[src/hw/rtl/sfp_pkg.sv]
// shared types and constants for the screen frame parser
package sfp_pkg;

	// parser phase, the unused code falls back to hunting
	typedef enum logic [2:0] {
		PH_HUNT0 = 3'd0,
		PH_HUNT1 = 3'd1,
		PH_CMD   = 3'd2,
		PH_LEN   = 3'd3,
		PH_FILE  = 3'd4,
		PH_PIC   = 3'd6,
		PH_TRAIL = 3'd7
	} phase_t;

	// classification of one received byte
	localparam logic [2:0] BK_IGNORE  = 3'd0;
	localparam logic [2:0] BK_CMD     = 3'd1;
	localparam logic [2:0] BK_LEN     = 3'd2;
	localparam logic [2:0] BK_PAYLOAD = 3'd3;
	localparam logic [2:0] BK_TRAIL   = 3'd4;

	// frame kinds
	localparam logic [1:0] FK_OTHER    = 2'd0;
	localparam logic [1:0] FK_PICTURE  = 2'd1;
	localparam logic [1:0] FK_DOWNLOAD = 2'd2;

	// command codes
	localparam logic [7:0] CMD_PREFIX   = 8'h00;
	localparam logic [7:0] CMD_PICTURE  = 8'h03;
	localparam logic [7:0] CMD_DOWNLOAD = 8'h10;

	// configuration register indexes and reset values
	localparam logic [1:0] REG_SYNC  = 2'd0;
	localparam logic [1:0] REG_END   = 2'd1;
	localparam logic [1:0] REG_LIMIT = 2'd2;

	localparam logic [7:0]  SYNC_RESET  = 8'h5a;
	localparam logic [7:0]  END_RESET   = 8'ha5;
	localparam logic [12:0] LIMIT_RESET = 13'h1fff;

	// configuration as seen by the parser core
	typedef struct packed {
		logic [7:0]  sync_byte;
		logic [7:0]  end_byte;
		logic [12:0] length_limit;
	} cfg_t;

	// one result item
	typedef struct packed {
		logic [2:0]  byte_kind;
		logic [7:0]  data_byte;
		logic [12:0] byte_index;
		logic        download_start;
		logic [1:0]  frame_kind;
		logic [12:0] payload_length;
		logic        frame_end;
		logic        frame_good;
		logic        frame_rejected;
	} res_t;

endpackage

[src/hw/rtl/sfp_fsm.sv]
// frame parser state machine: classifies one byte per step
module sfp_fsm #(
	parameter int CMD_BYTES = 4
) (
	input  logic                clk,
	input  logic                arst_n,
	input  logic                step,
	input  logic [7:0]          rx_byte,
	input  sfp_pkg::cfg_t       cfg,
	output sfp_pkg::res_t       res
);

	localparam logic [12:0] CMD_LAST = 13'(CMD_BYTES);

	sfp_pkg::phase_t phase_q, phase_d;
	logic [12:0] byte_count_q, byte_count_d;
	logic [12:0] expected_q, expected_d;
	logic [7:0]  cmd_first_q, cmd_first_d;
	logic [7:0]  cmd_second_q, cmd_second_d;
	logic [7:0]  length_high_q, length_high_d;
	logic [1:0]  kind_q, kind_d;

	logic [12:0] cnt_inc;
	logic        cmd_last;
	logic [12:0] pic_len;
	logic [12:0] exp_cmd;
	logic        is_pic;
	logic        is_dl;
	logic [16:0] total;
	logic        too_long;
	logic        sync_hit;

	// shared helpers
	assign cnt_inc  = byte_count_q + 13'd1;
	assign cmd_last = (cnt_inc >= CMD_LAST);
	assign pic_len  = (rx_byte == 8'd0) ? 13'd0 : ({3'd0, rx_byte, 2'b00} - 13'd1);
	assign exp_cmd  = (byte_count_q == 13'd2) ? pic_len : expected_q;
	assign is_pic   = (cmd_first_q == sfp_pkg::CMD_PREFIX) &&
	                  (cmd_second_q == sfp_pkg::CMD_PICTURE);
	assign is_dl    = (cmd_first_q == sfp_pkg::CMD_PREFIX) &&
	                  (cmd_second_q == sfp_pkg::CMD_DOWNLOAD);
	assign total    = {1'b0, length_high_q, rx_byte} + 17'd2;
	assign too_long = (total >= {4'd0, cfg.length_limit});
	assign sync_hit = (rx_byte == cfg.sync_byte);

	// next phase
	always_comb begin
		phase_d = phase_q;
		unique case (phase_q)
			sfp_pkg::PH_HUNT0: begin
				phase_d = sync_hit ? sfp_pkg::PH_HUNT1 : sfp_pkg::PH_HUNT0;
			end
			sfp_pkg::PH_HUNT1: begin
				phase_d = sync_hit ? sfp_pkg::PH_CMD : sfp_pkg::PH_HUNT0;
			end
			sfp_pkg::PH_CMD: begin
				if (cmd_last) begin
					if (is_pic) begin
						phase_d = (exp_cmd == 13'd0) ? sfp_pkg::PH_TRAIL : sfp_pkg::PH_PIC;
					end else if (is_dl) begin
						phase_d = sfp_pkg::PH_LEN;
					end else begin
						phase_d = sfp_pkg::PH_TRAIL;
					end
				end
			end
			sfp_pkg::PH_LEN: begin
				if (byte_count_q != 13'd0) begin
					if (too_long) begin
						phase_d = sfp_pkg::PH_HUNT0;
					end else if (total == 17'd2) begin
						phase_d = sfp_pkg::PH_TRAIL;
					end else begin
						phase_d = sfp_pkg::PH_FILE;
					end
				end
			end
			sfp_pkg::PH_FILE, sfp_pkg::PH_PIC: begin
				if (cnt_inc >= expected_q) phase_d = sfp_pkg::PH_TRAIL;
			end
			sfp_pkg::PH_TRAIL: begin
				phase_d = sfp_pkg::PH_HUNT0;
			end
			default: begin
				phase_d = sfp_pkg::PH_HUNT0;
			end
		endcase
	end

	// result fields and datapath updates
	always_comb begin
		res            = '0;
		res.data_byte  = rx_byte;
		byte_count_d   = byte_count_q;
		expected_d     = expected_q;
		cmd_first_d    = cmd_first_q;
		cmd_second_d   = cmd_second_q;
		length_high_d  = length_high_q;
		kind_d         = kind_q;
		unique case (phase_q)
			sfp_pkg::PH_CMD: begin
				res.byte_kind  = sfp_pkg::BK_CMD;
				res.byte_index = byte_count_q;
				if (byte_count_q == 13'd0) cmd_first_d = rx_byte;
				if (byte_count_q == 13'd1) cmd_second_d = rx_byte;
				expected_d   = exp_cmd;
				byte_count_d = cnt_inc;
				if (cmd_last) begin
					byte_count_d = 13'd0;
					if (is_pic) begin
						kind_d             = sfp_pkg::FK_PICTURE;
						res.payload_length = exp_cmd;
					end else if (is_dl) begin
						kind_d             = sfp_pkg::FK_DOWNLOAD;
						expected_d         = 13'd0;
						res.download_start = 1'b1;
					end else begin
						kind_d     = sfp_pkg::FK_OTHER;
						expected_d = 13'd0;
					end
					res.frame_kind = kind_d;
				end
			end
			sfp_pkg::PH_LEN: begin
				res.byte_kind  = sfp_pkg::BK_LEN;
				res.byte_index = byte_count_q;
				res.frame_kind = kind_q;
				if (byte_count_q == 13'd0) begin
					length_high_d = rx_byte;
					byte_count_d  = 13'd1;
				end else if (too_long) begin
					res.frame_rejected = 1'b1;
					expected_d         = 13'd0;
					byte_count_d       = 13'd0;
				end else begin
					expected_d         = total[12:0];
					res.payload_length = total[12:0];
					byte_count_d       = 13'd2;
				end
			end
			sfp_pkg::PH_FILE, sfp_pkg::PH_PIC: begin
				res.byte_kind      = sfp_pkg::BK_PAYLOAD;
				res.byte_index     = byte_count_q;
				res.frame_kind     = kind_q;
				res.payload_length = expected_q;
				byte_count_d       = cnt_inc;
			end
			sfp_pkg::PH_TRAIL: begin
				res.byte_kind      = sfp_pkg::BK_TRAIL;
				res.frame_end      = 1'b1;
				res.frame_good     = (rx_byte == cfg.end_byte);
				res.frame_kind     = kind_q;
				res.payload_length = expected_q;
				byte_count_d       = 13'd0;
			end
			default: begin
				byte_count_d = 13'd0;
			end
		endcase
	end

	// parser state, advanced once per accepted item
	always_ff @(posedge clk or negedge arst_n) begin
		if (!arst_n) begin
			phase_q       <= sfp_pkg::PH_HUNT0;
			byte_count_q  <= '0;
			expected_q    <= '0;
			cmd_first_q   <= '0;
			cmd_second_q  <= '0;
			length_high_q <= '0;
			kind_q        <= '0;
		end else if (step) begin
			phase_q       <= phase_d;
			byte_count_q  <= byte_count_d;
			expected_q    <= expected_d;
			cmd_first_q   <= cmd_first_d;
			cmd_second_q  <= cmd_second_d;
			length_high_q <= length_high_d;
			kind_q        <= kind_d;
		end
	end

endmodule

[src/hw/rtl/screen_frame_parser_unit.sv]
// top level of the screen frame parser: config registers, parser core, result register
//
// channel  direction  handshake            payload
// in       receive    in_valid / in_stall  rx_byte
// out      send       out_valid/out_stall  byte_kind .. frame_rejected (9 fields)
// cfg      receive    cfg_we               cfg_index, cfg_data
//
// every accepted item yields one result item, registered in the cycle after; one item per cycle
// sustained while out_stall is low, set by the single state update of the parser core per byte.
// in_stall is high only while a result waits in the output register and out_stall
// holds it; a result taken in the same cycle frees the register for the next item.
// reset clears the parser state, the output valid and restores the register defaults.
module screen_frame_parser_unit #(
	parameter int CMD_BYTES = 4
) (
	input  logic        clk,
	input  logic        arst_n,
	// input channel
	input  logic        in_valid,
	output logic        in_stall,
	input  logic [7:0]  rx_byte,
	// output channel
	output logic        out_valid,
	input  logic        out_stall,
	output logic [2:0]  byte_kind,
	output logic [7:0]  data_byte,
	output logic [12:0] byte_index,
	output logic        download_start,
	output logic [1:0]  frame_kind,
	output logic [12:0] payload_length,
	output logic        frame_end,
	output logic        frame_good,
	output logic        frame_rejected,
	// configuration port
	input  logic        cfg_we,
	input  logic [1:0]  cfg_index,
	input  logic [12:0] cfg_data
);

	sfp_pkg::cfg_t cfg_q;
	sfp_pkg::res_t res;
	sfp_pkg::res_t res_q;
	logic          out_valid_q;
	logic          step;

	// configuration registers
	always_ff @(posedge clk or negedge arst_n) begin
		if (!arst_n) begin
			cfg_q.sync_byte    <= sfp_pkg::SYNC_RESET;
			cfg_q.end_byte     <= sfp_pkg::END_RESET;
			cfg_q.length_limit <= sfp_pkg::LIMIT_RESET;
		end else if (cfg_we) begin
			unique case (cfg_index)
				sfp_pkg::REG_SYNC:  cfg_q.sync_byte    <= cfg_data[7:0];
				sfp_pkg::REG_END:   cfg_q.end_byte     <= cfg_data[7:0];
				sfp_pkg::REG_LIMIT: cfg_q.length_limit <= cfg_data;
				default: ;
			endcase
		end
	end

	// input handshake
	assign in_stall = out_valid_q & out_stall;
	assign step     = in_valid & ~in_stall;

	// parser core
	sfp_fsm #(
		.CMD_BYTES (CMD_BYTES)
	) u_fsm (
		.clk     (clk),
		.arst_n  (arst_n),
		.step    (step),
		.rx_byte (rx_byte),
		.cfg     (cfg_q),
		.res     (res)
	);

	// result register valid
	always_ff @(posedge clk or negedge arst_n) begin
		if (!arst_n) begin
			out_valid_q <= 1'b0;
		end else begin
			out_valid_q <= step | (out_valid_q & out_stall);
		end
	end

	// result register payload
	always_ff @(posedge clk) begin
		if (step) begin
			res_q <= res;
		end
	end

	// output ports
	assign out_valid      = out_valid_q;
	assign byte_kind      = res_q.byte_kind;
	assign data_byte      = res_q.data_byte;
	assign byte_index     = res_q.byte_index;
	assign download_start = res_q.download_start;
	assign frame_kind     = res_q.frame_kind;
	assign payload_length = res_q.payload_length;
	assign frame_end      = res_q.frame_end;
	assign frame_good     = res_q.frame_good;
	assign frame_rejected = res_q.frame_rejected;

endmodule
[config.mk]
export PLATFORM = sky130hd
export DESIGN_NAME = screen_frame_parser_unit
export DESIGN_NICKNAME = d
export VERILOG_FILES = /design/src/hw/rtl/sfp_pkg.sv /design/src/hw/rtl/sfp_fsm.sv /design/src/hw/rtl/screen_frame_parser_unit.sv
export SDC_FILE = /design/constraint.sdc
export NUM_CORES = 1
export LEC_CHECK = 0
export BUFFER_PORTS_ARGS = -buffer_cell sky130_fd_sc_hd__buf_4
export CELL_PAD_IN_SITES_DETAIL_PLACEMENT = 1
export CELL_PAD_IN_SITES_GLOBAL_PLACEMENT = 1
export CORE_ASPECT_RATIO = 1.2
export CORE_MARGIN = 8
export CORE_UTILIZATION = 51
export DETAILED_ROUTE_END_ITERATION = 6
export PLACE_DENSITY_LB_ADDON = 0.1
export REMOVE_ABC_BUFFERS = 1
export SETUP_SLACK_MARGIN = 0.3
export SLEW_MARGIN = 20
export SYNTH_ARGS = -nofsm -noshare
export SYNTH_HDL_FRONTEND = slang
export SYNTH_SLANG_ARGS = --single-unit
[constraint.sdc]
create_clock -name clk -period 5.9 [get_ports clk]
set_clock_uncertainty 0.2 [all_clocks]
set_input_delay 1.18 -clock clk [delete_from_list [all_inputs] [get_ports clk]]
set_output_delay 1.18 -clock clk [all_outputs]
set_load 0.03 [all_outputs]
==> key figures <==
Route
  • Router iterations before antenna repair: 5
  • Routed metal-1 wirelength: 7860 µm
  • Via count: 5,476
  • Antenna-violating nets left: 0
  • DR WL/cell: 22.8 µm
  • Routed wire length: 20,500 µm
  • Routed length on met2: 11,200 µm
  • Drt initial violations: 365
  • Number of vias per cell after detailed routing: 6.08
  • Top Layer Used: met4
  • Residual DRC count: 0
  • Sum of met3 wire segment lengths after detailed routing: 825 µm

Worst setup path
  • Worst reg2reg path startpoint: u_fsm.byte_count_q[0]
  • Setup crit start: rx_byte[1]
  • Worst setup SP type: primary input
  • Critical path type: primary input to flip-flop
  • Kind of end point of the critical path: flip-flop
  • Delay of the slowest cell on the worst path: 0.48 ns
  • Critical path arrival: 4.76 ns
  • Required time of the worst setup path: 6.07 ns
  • Critical path peak fanout: 12
  • Cell chain of the critical path: buf_4 > ha_1 > nand4_1 > nor2_1 > xnor2_1 > inv_1 > ha_1 > nand4_1 > nor3_1 > a2111oi_0 > o211ai_1 > or2_2 > nor3_1 > o221a_2
  • Highest-delay cell along the critical path: sky130_fd_sc_hd__a2111oi_0

Logic synthesis
  • Top FF cell, synth: sky130_fd_sc_hd__dfrtp_1
  • Total number of yosys warnings: 0
  • Mean post-synth cell area: 10.8 µm²
  • Cell variety after synth: 64
  • Cell count after synthesis: 655
  • Area of the mapped netlist: 0.00710 mm²
  • Number of enable flip-flop cells after synthesis: 43
  • Flip-flop and latch count after synthesis: 128
  • Sequential fraction of the synthesis area: 48.5%
  • Async set-or-reset flop fraction in the synthesized netlist: 66.4%

Timing
  • Fmax: 0.218 GHz
  • Period minus WS final: 4.59 ns
  • Headroom to the max-slew limit: 32.4%
  • Total setup violations reported at the end of the flow: 0
  • Final critical-path share of the clock period: 77.8%
  • Slew @ Worst Pin: 1.01 ns
  • Unrepaired setup endpoints after global routing: no
  • TNS Setup: 0 ns
  • Slew Limit Fails: 0
  • Smallest setup slack after layout: 1.31 ns
  • WHS: 0.315 ns
  • Number of failing hold endpoints at the final stage: 0

Global route
  • Global-route usage over all layers: 24.0%
  • Antenna violations before repair: 0
  • First-pass GRT wire length: 33,100 µm
  • Largest net degree at the start of global routing: 46
  • GRT overflow: 0
  • Number of global-route vias before repair: 6,097

CTS
  • Clock tree sinks: 128
  • Clk_lat worst skew: 0.43 ns
  • Post-cts repair resize count: 0
  • Cts hold-fix bufs: 0
  • TritonCTS clock tree: yes
  • Post-CTS setup buffers: 0
  • Maximum count of clock buffers along a single path: 2
  • Clk Tree Root Cell: sky130_fd_sc_hd__clkbuf_16
  • Clock slew seen by the registers of the worst setup and hold paths: 0.06 ns
  • CTS buffer count: 17
  • H-tree depth: 4

Placed design
  • Worst setup slack before clock tree synthesis: 0.951 ns
  • IO Port Bufs: 72
  • Post-DP Area: 0.00768 mm²
  • Post-DP HPWL: 14,900 µm
  • Placed Cells: 869
  • Final estimated routing congestion in global placement: 0.885

Power
  • Part of the power in registers: 38.2%
  • Peak supply drop: 0.000224 V
  • Internal portion of total power: 2.25 mW
  • Total power draw: 3.59 mW
  • Ratio of total power to cell area: 434 mW/mm²
  • Sw power: 1.34 mW
  • Part of the power in the clock network: 28.9%
  • Standby leakage power: 3.63 nW
  • Proportion of total power due to net switching: 37.4%
  • Part of the power in combinational logic: 32.9%

Finish
  • Inserted Diodes: 0
  • Total of fill cells in the finished design: 1,473
  • Area growth from synthesis to layout: 16.5%
  • Final standard cell area without fillers: 0.00827 mm²
  • Post-Route Utilization: 60.4%
  • Cell Count, Final, Fillers Out: 901
  • Share of final-layout standard cells stronger than drive strength 1: 28.8%
  • Layout net count: 778

Min path
  • Hold Startpoint: u_fsm.length_high_q[6]
  • Class of the most critical hold timing path: flip-flop to flip-flop

Die
  • Die width: 124 µm
  • Standard-cell rows: 47
  • I/O pin count: 73
  • Initial cell density of the core: 51.8%
  • Area of the core: 0.0137 mm²
  • Die Y-Extent: 145 µm
  • Area enclosed by the die boundary: 0.0180 mm²

Run status
  • Result of the run: complete, no violations

Run
  • Max-cap check violation count: 0
[state kept, by name, summed over array words and instances, names as in the netlist]
signal / flops
frame_end: 1
u_fsm.length_high_q: 8
frame_good: 1
byte_index: 13
data_byte: 8
u_fsm.expected_q: 13
u_fsm.cmd_second_q: 8
frame_kind: 2
cfg_q: 29
u_fsm.phase_q: 3
u_fsm.byte_count_q: 13
u_fsm.kind_q: 2
byte_kind: 3
payload_length: 13
u_fsm.cmd_first_q: 8
frame_rejected: 1
out_valid: 1
download_start: 1
[worst max-delay path: cells and delay by family]
| kind | cells | cell delay (ns) |
|---|---|---|
| AOI/OAI and AO/OA | 3 | 1.00 |
| buffers and inverters | 2 | 0.28 |
| and+or+nand+nor | 6 | 1.35 |
| adders and majority gates | 2 | 0.57 |
| xor gates and xnor gates | 1 | 0.37 |
[layout make-up]
type	instances	area (µm²)	area share (%)
sequential	128	3440	41.7
multi-input combinational	429	3220	38.9
timing repair buffer	76	571	6.90
clock buffer	19	454	5.49
inverter	65	244	2.95
tap	171	214	2.59
clock inverter	13	125	1.51
[cells by family after synthesis]
kind of cell	Yosys count	synth area share [%]
compound gates	114	11.7
simple gates	183	13.5
fa+ha+maj	33	5.82
mux	57	9.01
flops	128	48.5
xor+xnor	42	5.18
buf+inv	98	6.24
[power groups by stage]
stage	Combinational, mW	Clock [mW]	Sequential, mW
2_1_floorplan	0.752	0	1.37
3_3_place_gp	1.11	0	1.36
3_5_place_dp	1.16	0	1.38
4_1_cts	1.18	1.05	1.37
5_1_grt	1.29	1.09	1.40
6_report	1.18	1.04	1.37
[path summary, 6_finish.rpt]
kind | end | slack, ns | cells past startpoint
setup / recovery | u_fsm.phase_q[2] | 1.31 | 14
hold / removal | u_fsm.length_high_q[6] | 0.31 | 1
setup reg to reg | u_fsm.phase_q[2] | 2.15 | 11
hold reg to reg | u_fsm.length_high_q[6] | 0.31 | 1
max in group asynchronous | cfg_q[13] | 3.92 | 2
min in group asynchronous | u_fsm.byte_count_q[2] | 0.56 | 1
[cells in the final DEF (no fill, tap or decap), types with 6 or more instances in the layout]
cell type and instances:
sky130_fd_sc_hd__dfstp_2 21, sky130_fd_sc_hd__a22oi_1 6, sky130_fd_sc_hd__xnor2_1 19, sky130_fd_sc_hd__o21ai_2 9, sky130_fd_sc_hd__xor2_1 23, sky130_fd_sc_hd__and2_1 12
sky130_fd_sc_hd__edfxtp_1 43, sky130_fd_sc_hd__and3_1 9, sky130_fd_sc_hd__clkbuf_16 18, sky130_fd_sc_hd__o221ai_1 22, sky130_fd_sc_hd__ha_1 33, sky130_fd_sc_hd__nand3_1 14
sky130_fd_sc_hd__inv_6 6, sky130_fd_sc_hd__nor2_1 24, sky130_fd_sc_hd__a21oi_1 16, sky130_fd_sc_hd__nor3_1 12, sky130_fd_sc_hd__nand4_1 16, sky130_fd_sc_hd__inv_1 64
sky130_fd_sc_hd__nand2_1 55, sky130_fd_sc_hd__nor4_1 16, sky130_fd_sc_hd__dfrtp_1 64, sky130_fd_sc_hd__o21a_1 10, sky130_fd_sc_hd__o21ai_0 17, sky130_fd_sc_hd__buf_4 76
sky130_fd_sc_hd__mux2_2 55
[cells in the mapped netlist (all sizes together), types with 6 or more instances]
| master | n | share of area [%] |
|---|---|---|
| dfrtp | 64 | 23 |
| inv | 64 | 3.4 |
| nand2 | 56 | 3.0 |
| mux2 | 55 | 8.7 |
| edfxtp | 43 | 18 |
| ha | 33 | 5.8 |
| o21ai | 28 | 2.4 |
| nor2 | 25 | 1.4 |
| xor2 | 23 | 2.8 |
| o221ai | 22 | 2.7 |
| dfstp | 21 | 7.8 |
| xnor2 | 19 | 2.3 |
| buf | 18 | 2.0 |
| a21oi | 16 | 1.1 |
| nand4 | 16 | 1.4 |
| nor4 | 16 | 1.4 |
| clkbuf | 15 | 0.81 |
| nand3 | 14 | 0.99 |
| nor3 | 14 | 1.1 |
| and2 | 13 | 1.2 |
| o21a | 10 | 1.1 |
| and3 | 9 | 0.79 |
| a22oi | 6 | 0.63 |
[metal layers]
| metal | vias to the layer above | global-route usage [%] |
|---|---|---|
| met4 | 0 | 11.9 |
| li1 | 2477 | - |
| met1 | 2785 | 26.2 |
| met5 | - | 0 |
| met2 | 163 | 42.4 |
| met3 | 51 | 4.74 |
No activity file was read; power rests on OpenSTA's default activity.
